### config.mk
export PLATFORM = sky130hd
export DESIGN_NAME = gevt_decode
export DESIGN_NICKNAME = d
export VERILOG_FILES = /design/src/sv/gevt_pkg.sv /design/src/sv/gevt_decode.sv
export SDC_FILE = /design/constraint.sdc
export NUM_CORES = 1
export LEC_CHECK = 0
export BUFFER_PORTS_ARGS = -buffer_cell sky130_fd_sc_hd__buf_4
export CAP_MARGIN = 25
export CORE_MARGIN = 2
export CORE_UTILIZATION = 42
export DETAILED_ROUTE_END_ITERATION = 8
export PLACE_DENSITY = 0.85
export SYNTH_ARGS = -nofsm -noshare
export SYNTH_HDL_FRONTEND = slang
export SYNTH_SLANG_ARGS = --single-unit
export TNS_END_PERCENT = 100
### constraint.sdc
create_clock -name vclk -period 3.5
set_input_delay 0 -clock vclk [all_inputs]
set_output_delay 0 -clock vclk [all_outputs]
set_load 0.02 [all_outputs]
### src/sv/gevt_pkg.sv
// gevt_pkg: types, codes and tables of the gamepad event translator
// used by gevt_decode and the top level; depends on nothing
`default_nettype none

package gevt_pkg;

   // size defaults and the largest button index width in the range
   localparam int DEF_NUM_PADS    = 4;
   localparam int DEF_NUM_BUTTONS = 32;
   localparam int MAX_BTN_W       = 6;

   // configuration register indexes
   localparam logic [1:0] CSR_KEY_OFFSET = 2'd0;
   localparam logic [1:0] CSR_STICK_THR  = 2'd1;
   localparam logic [1:0] CSR_TIMEOUT    = 2'd2;

   // configuration reset values
   localparam logic [9:0]  RST_KEY_OFFSET = 10'd300;
   localparam logic [14:0] RST_STICK_THR  = 15'd16383;
   localparam logic [31:0] RST_TIMEOUT    = 32'd100000000;

   // result action codes
   localparam logic [1:0] ACT_RELEASED = 2'd0;
   localparam logic [1:0] ACT_PRESSED  = 2'd1;
   localparam logic [1:0] ACT_REPEAT   = 2'd2;

   // button code meaning no d-pad button yet
   localparam logic [4:0] BTN_NONE = 5'd31;

   // event classes and axis codes
   localparam logic [4:0] EV_KEY = 5'd1;
   localparam logic [4:0] EV_ABS = 5'd3;
   localparam logic [9:0] AX_X     = 10'd0;
   localparam logic [9:0] AX_Y     = 10'd1;
   localparam logic [9:0] AX_RX    = 10'd3;
   localparam logic [9:0] AX_RY    = 10'd4;
   localparam logic [9:0] AX_HAT_X = 10'd16;
   localparam logic [9:0] AX_HAT_Y = 10'd17;

   // one request
   typedef struct packed {
      logic               kind;
      logic [1:0]         pad;
      logic [63:0]        time_ns;
      logic [4:0]         event_type;
      logic [9:0]         event_code;
      logic signed [15:0] event_value;
   } req_type;

   // one result
   typedef struct packed {
      logic [4:0] button;
      logic [1:0] action;
   } rsp_type;

   // translated event, decoder to control
   typedef struct packed {
      logic                 emit;
      logic [MAX_BTN_W-1:0] idx;
      logic [4:0]           button;
      logic [1:0]           action;
      logic                 dpad_we;
      logic [4:0]           dpad_btn;
      logic                 stick_we;
      logic [1:0]           stick_slot;
      logic [4:0]           stick_btn;
   } dec_type;

   // stick direction buttons per axis slot: negative or positive side
   function automatic logic [4:0] stick_button(input logic [1:0] slot, input logic pos);
      logic [4:0] b;
      case (slot)
         2'd0:    b = pos ? 5'd20 : 5'd19;
         2'd1:    b = pos ? 5'd22 : 5'd21;
         2'd2:    b = pos ? 5'd25 : 5'd24;
         default: b = pos ? 5'd27 : 5'd26;
      endcase
      return b;
   endfunction

endpackage

`default_nettype wire

### src/sv/gevt_decode.sv
// gevt_decode: turns one raw key or axis event into a button event
// depends on gevt_pkg
`default_nettype none

module gevt_decode #(
   parameter int NUM_BUTTONS = 32
) (
   input  wire gevt_pkg::req_type  req,
   input  wire logic [9:0]         key_offset,
   input  wire logic [14:0]        stick_thr,
   input  wire logic [3:0][4:0]    stick_last,
   input  wire logic [4:0]         dpad_last,
   output gevt_pkg::dec_type       dec
);
   import gevt_pkg::*;

   logic [9:0]         key_btn;
   logic signed [16:0] val_s;
   logic signed [16:0] thr_s;
   logic               is_stick;
   logic [1:0]         slot;
   logic [4:0]         hat_btn;

   // key button number, sign-extended stick value and zero-extended threshold
   assign key_btn = req.event_code - key_offset;
   assign val_s   = {req.event_value[15], req.event_value};
   assign thr_s   = {2'b00, stick_thr};

   // stick axis slot
   always_comb begin
      is_stick = 1'b1;
      slot     = 2'd0;
      case (req.event_code)
         AX_X:    slot = 2'd0;
         AX_Y:    slot = 2'd1;
         AX_RX:   slot = 2'd2;
         AX_RY:   slot = 2'd3;
         default: is_stick = 1'b0;
      endcase
   end

   // hat press: horizontal 0/1, vertical 2/3, value one is the positive side
   always_comb begin
      hat_btn[4:2] = 3'd0;
      hat_btn[1]   = (req.event_code == AX_HAT_Y);
      hat_btn[0]   = (req.event_value == 16'sd1);
   end

   // translation
   always_comb begin
      dec            = '0;
      dec.stick_slot = slot;
      if (req.event_type == EV_KEY) begin
         if ((req.event_code >= key_offset) && (key_btn < 10'(NUM_BUTTONS)) &&
             (req.event_value >= 16'sd0) && (req.event_value <= 16'sd2)) begin
            dec.emit   = 1'b1;
            dec.idx    = key_btn[MAX_BTN_W-1:0];
            dec.button = key_btn[4:0];
            dec.action = req.event_value[1:0];
         end
      end else if (req.event_type == EV_ABS) begin
         if ((req.event_code == AX_HAT_X) || (req.event_code == AX_HAT_Y)) begin
            if (req.event_value == 16'sd0) begin
               // hat release reports the last d-pad press, if any
               if (dpad_last != BTN_NONE) begin
                  dec.emit   = 1'b1;
                  dec.button = dpad_last;
                  dec.action = ACT_RELEASED;
               end
            end else begin
               dec.emit     = 1'b1;
               dec.button   = hat_btn;
               dec.action   = ACT_PRESSED;
               dec.dpad_we  = 1'b1;
               dec.dpad_btn = hat_btn;
            end
         end else if (is_stick) begin
            dec.emit = 1'b1;
            if (val_s > thr_s) begin
               dec.button    = stick_button(slot, 1'b1);
               dec.action    = ACT_PRESSED;
               dec.stick_we  = 1'b1;
               dec.stick_btn = stick_button(slot, 1'b1);
            end else if (val_s < -thr_s) begin
               dec.button    = stick_button(slot, 1'b0);
               dec.action    = ACT_PRESSED;
               dec.stick_we  = 1'b1;
               dec.stick_btn = stick_button(slot, 1'b0);
            end else begin
               dec.button = stick_last[slot];
               dec.action = ACT_RELEASED;
            end
         end
         dec.idx = MAX_BTN_W'(dec.button);
      end
   end

endmodule

`default_nettype wire

==> summary.md, run 1 <==
| Metric | Value |
|---|---|
| Worst path cell trace | `buf_4 > inv_2 > nand4_1 > nor3_2 > buf_4 > nand4_1 > or4_4 > nor2_4 > xnor2_1 > ha_1 > a21o_1 > a22oi_1 > and3_1 > o2111ai_2 > nand2_2 > nand3_1 > and3_4 > o32ai_4 > buf_6` |
| Dpl ws | `-0.0278 ns` |
| Iter 0 DRT Violations | `117` |
| Vias per cell | `5.62` |
| Gate Count Post-Synth | `320` |
| Routed WL | `7170 um` |
| Outcome | `finished clean` |
| Commonest non-fill, non-tap cells in the layout | `117 x buf_4, 43 x ha_1, 34 x inv_1` |
| Clk pwr share | `0%` |
| Gr ovfl total | `0` |
| Slowest-stage cell, CP | `or4_4` |
| Logic gate share of total power | `100.0%` |
| Initial Util | `43.4%` |
| CP max stage delay | `0.45 ns` |
| Register area | `0 um2` |
| Fin Hold WS | `0.385 ns` |
| WL/cell | `14.3 um` |
| Post-DP Area | `3100 um2` |
| Critical path capture point type | `output pin` |
| Net count, final | `624` |
| Die width | `76.7 um` |
| Library cells used by synthesis | `60` |
| Largest cells by area after synthesis | `ha_1 24%, inv_1 5.8%, xnor2_1 5.1%, nand2_1 4.7%, nor2_1 4.4%` |
| Final period utilization | `96.4%` |
| Biggest area consumer among synthesized cells | `ha_1` |
| Hold buffer count at CTS | `0` |
| Fin cells | `500` |
| Total core area | `5110 um2` |
| Setup_tns | `0 ns` |
| Post-synth top area share | `24.3%` |
| Reg power frac | `0%` |
| Slew margin rel. | `51.0%` |
| Clock buf count | `0` |
| Psw | `161 uW` |
| Final setup violation count | `0` |
| Avg Synthesized Cell Area | `6.93 um2` |
| CP arrival | `3.37 ns` |
| Final max-slew violation count | `0` |
| Placed cell count | `498` |
| DIE HEIGHT | `76.7 um` |
| DRT Pass-1 Iters | `4` |
| Area delta synth->final | `43.8%` |
| Min-Delay Path Class | `input pin to output pin` |
| Post-detail-place hpwl | `6210 um` |
| GRT Total Usage | `22.8%` |
| Initial antenna violation count | `0` |
| Worst slew pin tran | `0.729 ns` |
| Final GP Congestion | `0.933` |
| Net Sw Frac | `50.4%` |
| Final period demand of the worst path | `3.37 ns` |
| DR vias | `2810` |
| Lkg Pwr | `0.00165 uW` |
| Sequential cell count | `0` |
| DIE AREA | `5880 um2` |
| # DRC | `0` |
| Largest net degree at the start of global routing | `13` |
| Vias in the first global route | `2686` |
| Kind of critical path | `input pin to output pin` |
| Number of I/O port buffers | `105` |
| Max Clk Rate | `0.297 GHz` |
| First-pass GRT wire length | `11600 um` |
| Ys Warns | `0` |
| Ports | `176` |
| Worst VDD drop | `55.4 uV` |
| Worst Slack Setup Final | `0.127 ns` |
| Most common cell after layout, fill and taps aside | `buf_4` |
| Final Hold Fails | `0` |
| Share of cells above drive strength 1 | `33.3%` |
| Largest fanout on the critical path | `7` |
| Pint | `158 uW` |
| Total power per unit cell area | `99.9 nW/um2` |
| Antenna-violating nets left | `0` |
| FP Rows | `26` |
| Max cap viols | `0` |
| Seq/Total Area, Yosys | `0%` |
| CP required | `3.50 ns` |
| CP startpoint kind | `input pin` |
| Cell Area, Synth | `2220 um2` |
| Post-route design area | `3190 um2` |
| Antenna Cells | `0` |
[worst max-delay path: cells and delay by family]
kind	cells	cell delay, ns
xor gates and xnor gates	1	0.12
AOI/OAI and AO/OA	4	0.85
adders and majority gates	1	0.26
and+or+nand+nor	9	1.65
buffers and inverters	4	0.48
[per-layer routing]
metal	global-route usage, %	share of wire (%)	vias to the layer above
li1	-	-	1394
met1	28.7	43	1277
met2	41.9	48	121
met3	2.47	6.2	18
met4	4.36	2.2	0
met5	0	0	-
[final cells by class]
type | instances | area (um2)
multi-input cells | 271 | 2040
fillers | 489 | 1920
repair buffers | 119 | 901
inverters | 40 | 156
well taps | 70 | 87.6
[cell usage after synthesis, types with 4 or more instances]
master,instances
ha_1,43
inv_1,34
nand2_1,28
nor2_1,26
a21oi_1,17
nor3_1,13
xnor2_1,13
buf_4,11
nand3_1,11
nand4_1,11
and3_1,8
nor4_1,8
mux2i_1,7
o21ai_1,6
a21o_1,5
a31oi_1,5
o21ai_0,5
inv_2,4
[power groups by stage]
stage / clock network, uW / registers, uW / logic [uW]
6_report: 0 / 0 / 319
3_3_place_gp: 0 / 0 / 296
3_5_place_dp: 0 / 0 / 308
2_1_floorplan: 0 / 0 / 173
5_1_grt: 0 / 0 / 353
4_1_cts: 0 / 0 / 310
[stage by stage]
step / util [%] / total power, uW
6_report: 62.4 / 319
5_1_grt: 62.4 / 353
4_1_cts: 60.8 / 310
3_5_place_dp: 60.7 / 308
3_3_place_gp: 60.7 / 296
2_1_floorplan: - / 173
[path summary, 6_finish.rpt]
check    startpoint  endpoint  slack (ns)  depth (start not counted)
min          req[1]   dec[15]        0.39                          3
max    stick_thr[4]   dec[21]        0.13                         19
[logic make-up (layout without fill, tap and decap cells)]
logic type                 count (synthesis)  count (layout)  synth area share, %
and+or+nand+nor                          127             127                 30.4
AOI/OAI and AO/OA                         71              71                 22.5
buffers and inverters                     52             159                 11.3
adders and majority gates                 44              44                 25.2
xor gates and xnor gates                  16              16                 6.32
muxes                                      9               9                 4.18
other                                      1               4                0.169
[what timing repair did]
item | CTS | global route
setup buffers | 0 | 2
gates resized for setup | 1 | 13
pin swaps | 0 | 5
endpoints found under the setup margin | 2 | 14
Power figures use the tool's default switching activity.
==> run 2: changes to the inputs <==
--- a/config.mk
+++ b/config.mk
@@ -5,12 +5,13 @@
 export SDC_FILE = /design/constraint.sdc
 export NUM_CORES = 1
 export LEC_CHECK = 0
+export ABC_AREA = 1
 export BUFFER_PORTS_ARGS = -buffer_cell sky130_fd_sc_hd__buf_4
 export CAP_MARGIN = 25
 export CORE_MARGIN = 2
-export CORE_UTILIZATION = 42
+export CORE_UTILIZATION = 44
 export DETAILED_ROUTE_END_ITERATION = 8
-export PLACE_DENSITY = 0.85
+export PLACE_DENSITY = 0.84
 export SYNTH_ARGS = -nofsm -noshare
 export SYNTH_HDL_FRONTEND = slang
 export SYNTH_SLANG_ARGS = --single-unit
==> run 2 against run 1 <==
Synthesized area increased by 16%. Power up 1.7%. Die area up 10%. Worst hold slack improved by 0.0061 ns. Synthesized cell count increased by 41%. Critical path depth increased by 6. Worst setup slack better by 0.15 ns. Sequential share of layout area unchanged. Design area grew 7.1%. Non-clock buffer count fell by 13. Highest routed layer unchanged.
==> summary.md, run 2 <==
| Metric | Value |
|---|---|
| Outcome | `finished clean` |
| Adder-cell area share of the yosys netlist | `21.7% (-3.4 points)` |
| Mux contribution to synthesized area | `0% (-4.2 points)` |
| WL/cell | `12.0 um (-16%)` |
| Cell Area, Synth | `2570 um2 (+16%)` |
| DR vias | `3067 (+9.1%)` |
| Final period demand of the worst path | `3.22 ns (-0.150 ns)` |
| Commonest non-fill, non-tap cells in the layout | `123 x nand2_1, 106 x buf_4, 72 x inv_1` |
| Kind of critical path | `input pin to output pin` |
| Synth Area in Simple Gates | `48.5% (+18 points)` |
| Final period utilization | `92.1% (-4.3 points)` |
| Ports | `176 (unchanged)` |
| Placed cell count | `619 (+24%)` |
| Biggest area consumer among synthesized cells | `ha_1` |
| Slowest-stage cell, CP | `ha_1` |
| DIE HEIGHT | `80.4 um (+4.9%)` |
| Initial antenna violation count | `0 (unchanged)` |
| Seq/Total Area, Yosys | `0% (unchanged)` |
| Hold path depth | `5 (+2)` |
| DRT Pass-1 Iters | `4 (unchanged)` |
| Post-DP Area | `3370 um2 (+8.8%)` |
| Max layer used | `met4` |
| Post-route design area | `3410 um2 (+7.1%)` |
| # DRC | `0 (unchanged)` |
| Largest cells by area after synthesis | `ha_1 21%, nand2_1 18%, inv_1 11%, nand3_1 7.4%, nor2_1 5.8%` |
| Die width | `80.4 um (+4.9%)` |
| Total core area | `5570 um2 (+9.1%)` |
| Fin cells | `620 (+24%)` |
| CP arrival | `3.22 ns (-0.15 ns)` |
| Max Clk Rate | `0.310 GHz (+4.7%)` |
| Worst VDD drop | `50.6 uV (-8.7%)` |
| Fillers | `540 (+10%)` |
| Gate Count Post-Synth | `450 (+41%)` |
| DIE AREA | `6460 um2 (+10%)` |
| CP max stage delay | `0.30 ns (-0.15 ns)` |
| Initial Util | `46.1% (+2.7 points)` |
| Post-synth top area share | `20.9% (-3.3 points)` |
| Setup_tns | `0 ns (unchanged)` |
| GRT Total Usage | `21.8% (-0.99 points)` |
| Gr ovfl total | `0 (unchanged)` |
| CP startpoint kind | `input pin` |
| Vias in the first global route | `2806 (+4.5%)` |
| Register area | `0 um2 (unchanged)` |
| Net count, final | `742 (+19%)` |
| Number of I/O port buffers | `105 (unchanged)` |
| Vias per cell | `4.95 (-12%)` |
| CP required | `3.50 ns (about the same)` |
| WL met1 | `3210 um (+3.3%)` |
| Compound-gate portion of the synthesized area | `9.16% (-13 points)` |
| Library cells used by synthesis | `40 (-33%)` |
| Antenna-violating nets left | `0 (unchanged)` |
| Routed WL | `7420 um (+3.6%)` |
| Final Core Density | `61.2% (-1.2 points)` |
| Footprint of the multi-input gates | `2230 um2 (+9.0%)` |
| Most common cell in the synthesized netlist | `nand2_1` |
| Synth top cells by count | `124 x nand2_1, 72 x inv_1, 43 x ha_1` |
| Area delta synth->final | `32.9%` |
| Min-Delay Path Class | `input pin to output pin` |
| Largest net degree at the start of global routing | `13 (unchanged)` |
| Total power per unit cell area | `94.9 nW/um2 (-5.0%)` |
| Iter 0 DRT Violations | `105 (-10%)` |
| Hold buffer count at CTS | `0 (unchanged)` |
| WL met3 | `422 um (-4.5%)` |
| Max cap viols | `0 (unchanged)` |
| Ys Warns | `0 (unchanged)` |
| Lkg Pwr | `0.00204 uW (+24%)` |
| First-pass GRT wire length | `11700 um (+0.72%)` |
| Sequential cell count | `0 (unchanged)` |
| Met2 Wirelength | `3750 um (+8.4%)` |
| Post-detail-place hpwl | `6680 um (+7.6%)` |
| Most common cell after layout, fill and taps aside | `nand2_1` |
| Share of cells above drive strength 1 | `28.5% (-4.8 points)` |
| Final Hold Fails | `0 (unchanged)` |
| Final max-slew violation count | `0 (unchanged)` |
| Largest fanout on the critical path | `3 (-4)` |
| Largest family of logic cells by synthesized area | `simple AND/OR/NAND/NOR gates` |
| Crit-path most repeated cell | `nand2_1` |
| Final GP Congestion | `0.938 (+0.60%)` |
| Final setup violation count | `0 (unchanged)` |
| Antenna Cells | `0 (unchanged)` |
| Avg Synthesized Cell Area | `5.71 um2 (-18%)` |
| Critical path capture point type | `output pin` |
| FP Rows | `27 (+3.8%)` |
| XOR/XNOR Fraction of Synth Area | `5.46% (-0.87 points)` |
| Clock buf count | `0 (unchanged)` |
run 2: cell count changes after synthesis, sizes merged, moves of 5 or more:
| cell | before | now |
|---|---|---|
| xnor2 | 13 | 2 |
| and3 | 8 | 1 |
| o21ai | 12 | 7 |
| inv | 38 | 78 |
| nand2 | 29 | 136 |
| xor2 | 3 | 14 |
| mux2i | 7 | 0 |
| nor4 | 9 | 0 |
| nand3 | 11 | 43 |
| nor2 | 26 | 51 |
| a31oi | 5 | 0 |
run 2: power breakdown:
part           internal, uW  switching, uW  leakage (uW)
Clock                     0              0             0
Sequential                0              0             0
Combinational           148            176       0.00204
Total                   148            176       0.00204
run 2: area by class of cell:
| type | count | area share [%] |
|---|---|---|
| Inverter | 79 | 8.80 |
| Multi-Input combinational cell | 363 | 65.2 |
| Tap cell | 72 | 2.64 |
| Timing Repair Buffer | 106 | 23.3 |
run 2: critical path, delay by kind of cell:
family | cells | cell delay, ns
AOI/OAI and AO/OA | 1 | 0.14
buffers and inverters | 3 | 0.35
adders and majority gates | 2 | 0.50
xor gates and xnor gates | 1 | 0.17
and+or+nand+nor | 18 | 2.05
run 2: cells by family (layout without fill, tap and decap cells):
| group | count (synthesis) | count (layout) |
|---|---|---|
| compound gates | 40 | 40 |
| xor+xnor | 16 | 16 |
| fa+ha+maj | 44 | 44 |
| buf+inv | 90 | 185 |
| other cells | 1 | 4 |
| simple gates | 259 | 259 |
run 2: repair_timing:
| item | in CTS | in global routing |
|---|---|---|
| buffers inserted | 0 | 1 |
| endpoints found under the setup margin | 0 | 5 |
| resized for setup | 0 | 8 |
run 2: path summary, 6_finish.rpt:
path         start       to
min        req[23]   dec[9]
max   stick_thr[1]  dec[24]
run 2: metrics by stage:
step           worst slack [ns]  power, uW  hold slack, ns
5_1_grt                 -0.0312        370           0.415
3_5_place_dp              0.178        321           0.391
3_3_place_gp              0.263        311           0.387
2_1_floorplan             0.471        195           0.162
6_report                  0.277        324           0.391
4_1_cts                   0.161        322           0.394
run 2: per-layer routing:
layer | vias up | track usage [%]
li1 | 1627 | -
met5 | - | 0
met4 | 0 | 1.53
met2 | 93 | 42.7
met3 | 6 | 0.899
met1 | 1341 | 27.0
==> run 3: changes to the inputs <==
--- a/config.mk
+++ b/config.mk
@@ -6,12 +6,12 @@
 export NUM_CORES = 1
 export LEC_CHECK = 0
 export ABC_AREA = 1
-export BUFFER_PORTS_ARGS = -buffer_cell sky130_fd_sc_hd__buf_4
 export CAP_MARGIN = 25
 export CORE_MARGIN = 2
-export CORE_UTILIZATION = 44
+export CORE_UTILIZATION = 60
 export DETAILED_ROUTE_END_ITERATION = 8
-export PLACE_DENSITY = 0.84
+export DONT_BUFFER_PORTS = 1
+export PLACE_DENSITY = 0.76
 export SYNTH_ARGS = -nofsm -noshare
 export SYNTH_HDL_FRONTEND = slang
 export SYNTH_SLANG_ARGS = --single-unit
==> run 3 against run 2 <==
Count of clock-buffer cells in the layout unchanged. Global-route usage up 4.0 points. Critical path depth is the same. Worst hold slack worse by 0.20 ns. Highest routed layer unchanged.
==> summary.md, run 3 (synthesis results as in run 2) <==
| Metric | Value |
|---|---|
| First-pass GRT wire length | `10800 um (-8.0%)` |
| Buffers and inverters on the worst path | `3 (unchanged)` |
| WL/cell | `12.3 um (+2.9%)` |
| Top Family by Delay on Critical Path | `simple AND/OR/NAND/NOR gates` |
| Area delta synth->final | `0.682%` |
| CP startpoint kind | `input pin` |
| Psw | `139 uW (-21%)` |
| Kind of critical path | `input pin to output pin` |
| Final Hold Fails | `0 (unchanged)` |
| Hold_sp | `req[1]` |
| Final period demand of the worst path | `3.08 ns (-0.141 ns)` |
| Slew margin rel. | `47.7%` |
| DIE AREA | `4820 um2 (-25%)` |
| Post-detail-place hpwl | `5570 um (-17%)` |
| Max cap viols | `0 (unchanged)` |
| Lkg Pwr | `0.00153 uW (-25%)` |
| DIE HEIGHT | `69.4 um (-14%)` |
| Register area | `0 um2 (unchanged)` |
| Crit-path most repeated cell | `nand2_1` |
| Number of I/O port buffers | `0 (-100%)` |
| Net count, final | `640 (-14%)` |
| Largest net degree at the start of global routing | `13 (unchanged)` |
| Vias in the first global route | `2530 (-9.8%)` |
| Pint | `90.9 uW (-39%)` |
| Ports | `176 (unchanged)` |
| Clk pwr share | `0% (unchanged)` |
| Critical path capture point type | `output pin` |
| Antenna Cells | `0 (unchanged)` |
| Setup_tns | `0 ns (unchanged)` |
| Final GP Congestion | `0.957 (+2.0%)` |
| Dpl ws | `0.438 ns (+0.260 ns)` |
| GRT Total Usage | `25.8% (+4.0 points)` |
| Commonest non-fill, non-tap cells in the layout | `124 x nand2_1, 72 x inv_1, 43 x ha_1` |
| Max Clk Rate | `0.324 GHz (+4.6%)` |
| DRT Pass-1 Iters | `4 (unchanged)` |
| Hold buffer count at CTS | `0 (unchanged)` |
| Logic gate share of total power | `100.0% (about the same)` |
| Largest fanout on the critical path | `3 (unchanged)` |
| RSZ-0062 raised after global routing | `no` |
| Hold path endpoint | `dec[15]` |
| Iter 0 DRT Violations | `88 (-16%)` |
| Antenna-violating nets left | `0 (unchanged)` |
| Clock buf count | `0 (unchanged)` |
| Vias per cell | `5.38 (+8.7%)` |
| Final max-slew violation count | `0 (unchanged)` |
| Total power per unit cell area | `88.9 nW/um2 (-6.3%)` |
| Final period utilization | `88.0% (-4.0 points)` |
| # DRC | `0 (unchanged)` |
| Worst slew pin tran | `0.778 ns` |
| Initial Util | `63.3% (+17 points)` |
| Gr ovfl total | `0 (unchanged)` |
| Initial antenna violation count | `0 (unchanged)` |
| Total setup buffers inserted after CTS | `0 (unchanged)` |
| Net Sw Frac | `60.5% (+6.2 points)` |
| Worst Slack Setup Final | `0.418 ns (+0.141 ns)` |
| Hold path depth | `2 (-3)` |
| CP required | `3.50 ns (about the same)` |
| Final setup violation count | `0 (unchanged)` |
| CP max stage delay | `0.29 ns (about the same)` |
| Sequential cell count | `0 (unchanged)` |
| CTS resizes | `0 (unchanged)` |
| Routed WL | `6110 um (-18%)` |
| DR vias | `2667 (-13%)` |
| Slowest-stage cell, CP | `ha_1` |
| Reg power frac | `0% (unchanged)` |
| Most common cell after layout, fill and taps aside | `nand2_1` |
| Total core area | `4060 um2 (-27%)` |
| Outcome | `finished clean` |
| Post-route design area | `2590 um2 (-24%)` |
| FP Rows | `23 (-15%)` |
| Worst VDD drop | `56.0 uV (+11%)` |
| Post-DP Area | `2590 um2 (-23%)` |
| CP arrival | `3.08 ns (-0.14 ns)` |
| Min-Delay Path Class | `input pin to output pin` |
| Share of cells above drive strength 1 | `11.0% (-17 points)` |
| Die width | `69.4 um (-14%)` |
[run 3: how the worst max path moves through the flow]
stage | startpoint | to | slack, ns | cells after the start
CTS | stick_thr[1] | dec[20] | 0.42 | 25
global route | stick_thr[1] | dec[20] | 0.1 | 25
global placement | stick_thr[1] | dec[14] | 0.48 | 24
detailed placement | stick_thr[1] | dec[20] | 0.44 | 25
floorplan | stick_thr[1] | dec[25] | 0.47 | 25
finish | stick_thr[1] | dec[20] | 0.42 | 25
[run 3: power groups by stage]
stage               Combinational (uW)  Clock (uW)  Sequential, uW
floorplan                          195           0               0
global placement                   224           0               0
detailed placement                 229           0               0
CTS                                231           0               0
global route                       272           0               0
finish                             230           0               0
[run 3: layout make-up]
cell class / count / area [um2]
timing repair buffer: 4 / 30.0
inverter: 79 / 300
tap: 50 / 62.6
multi-input combinational: 363 / 2190
fill: 435 / 1470
[run 3: routing by layer]
metal	vias up	track usage [%]	share of wire (%)
met1	1139	33.4	46
met4	0	1.53	0.56
li1	1428	-	-
met2	98	45.2	44
met5	-	0	0
met3	2	6.25	9.7
[run 3: stage by stage]
stage | total power (uW) | util [%] | cells | hold WS (ns)
2_1_floorplan | 195 | - | 453 | 0.162
3_3_place_gp | 224 | 63.7 | 496 | 0.186
3_5_place_dp | 229 | 63.7 | 496 | 0.193
4_1_cts | 231 | 63.7 | 496 | 0.194
5_1_grt | 272 | 63.7 | 496 | 0.218
6_report | 230 | 63.7 | 496 | 0.189
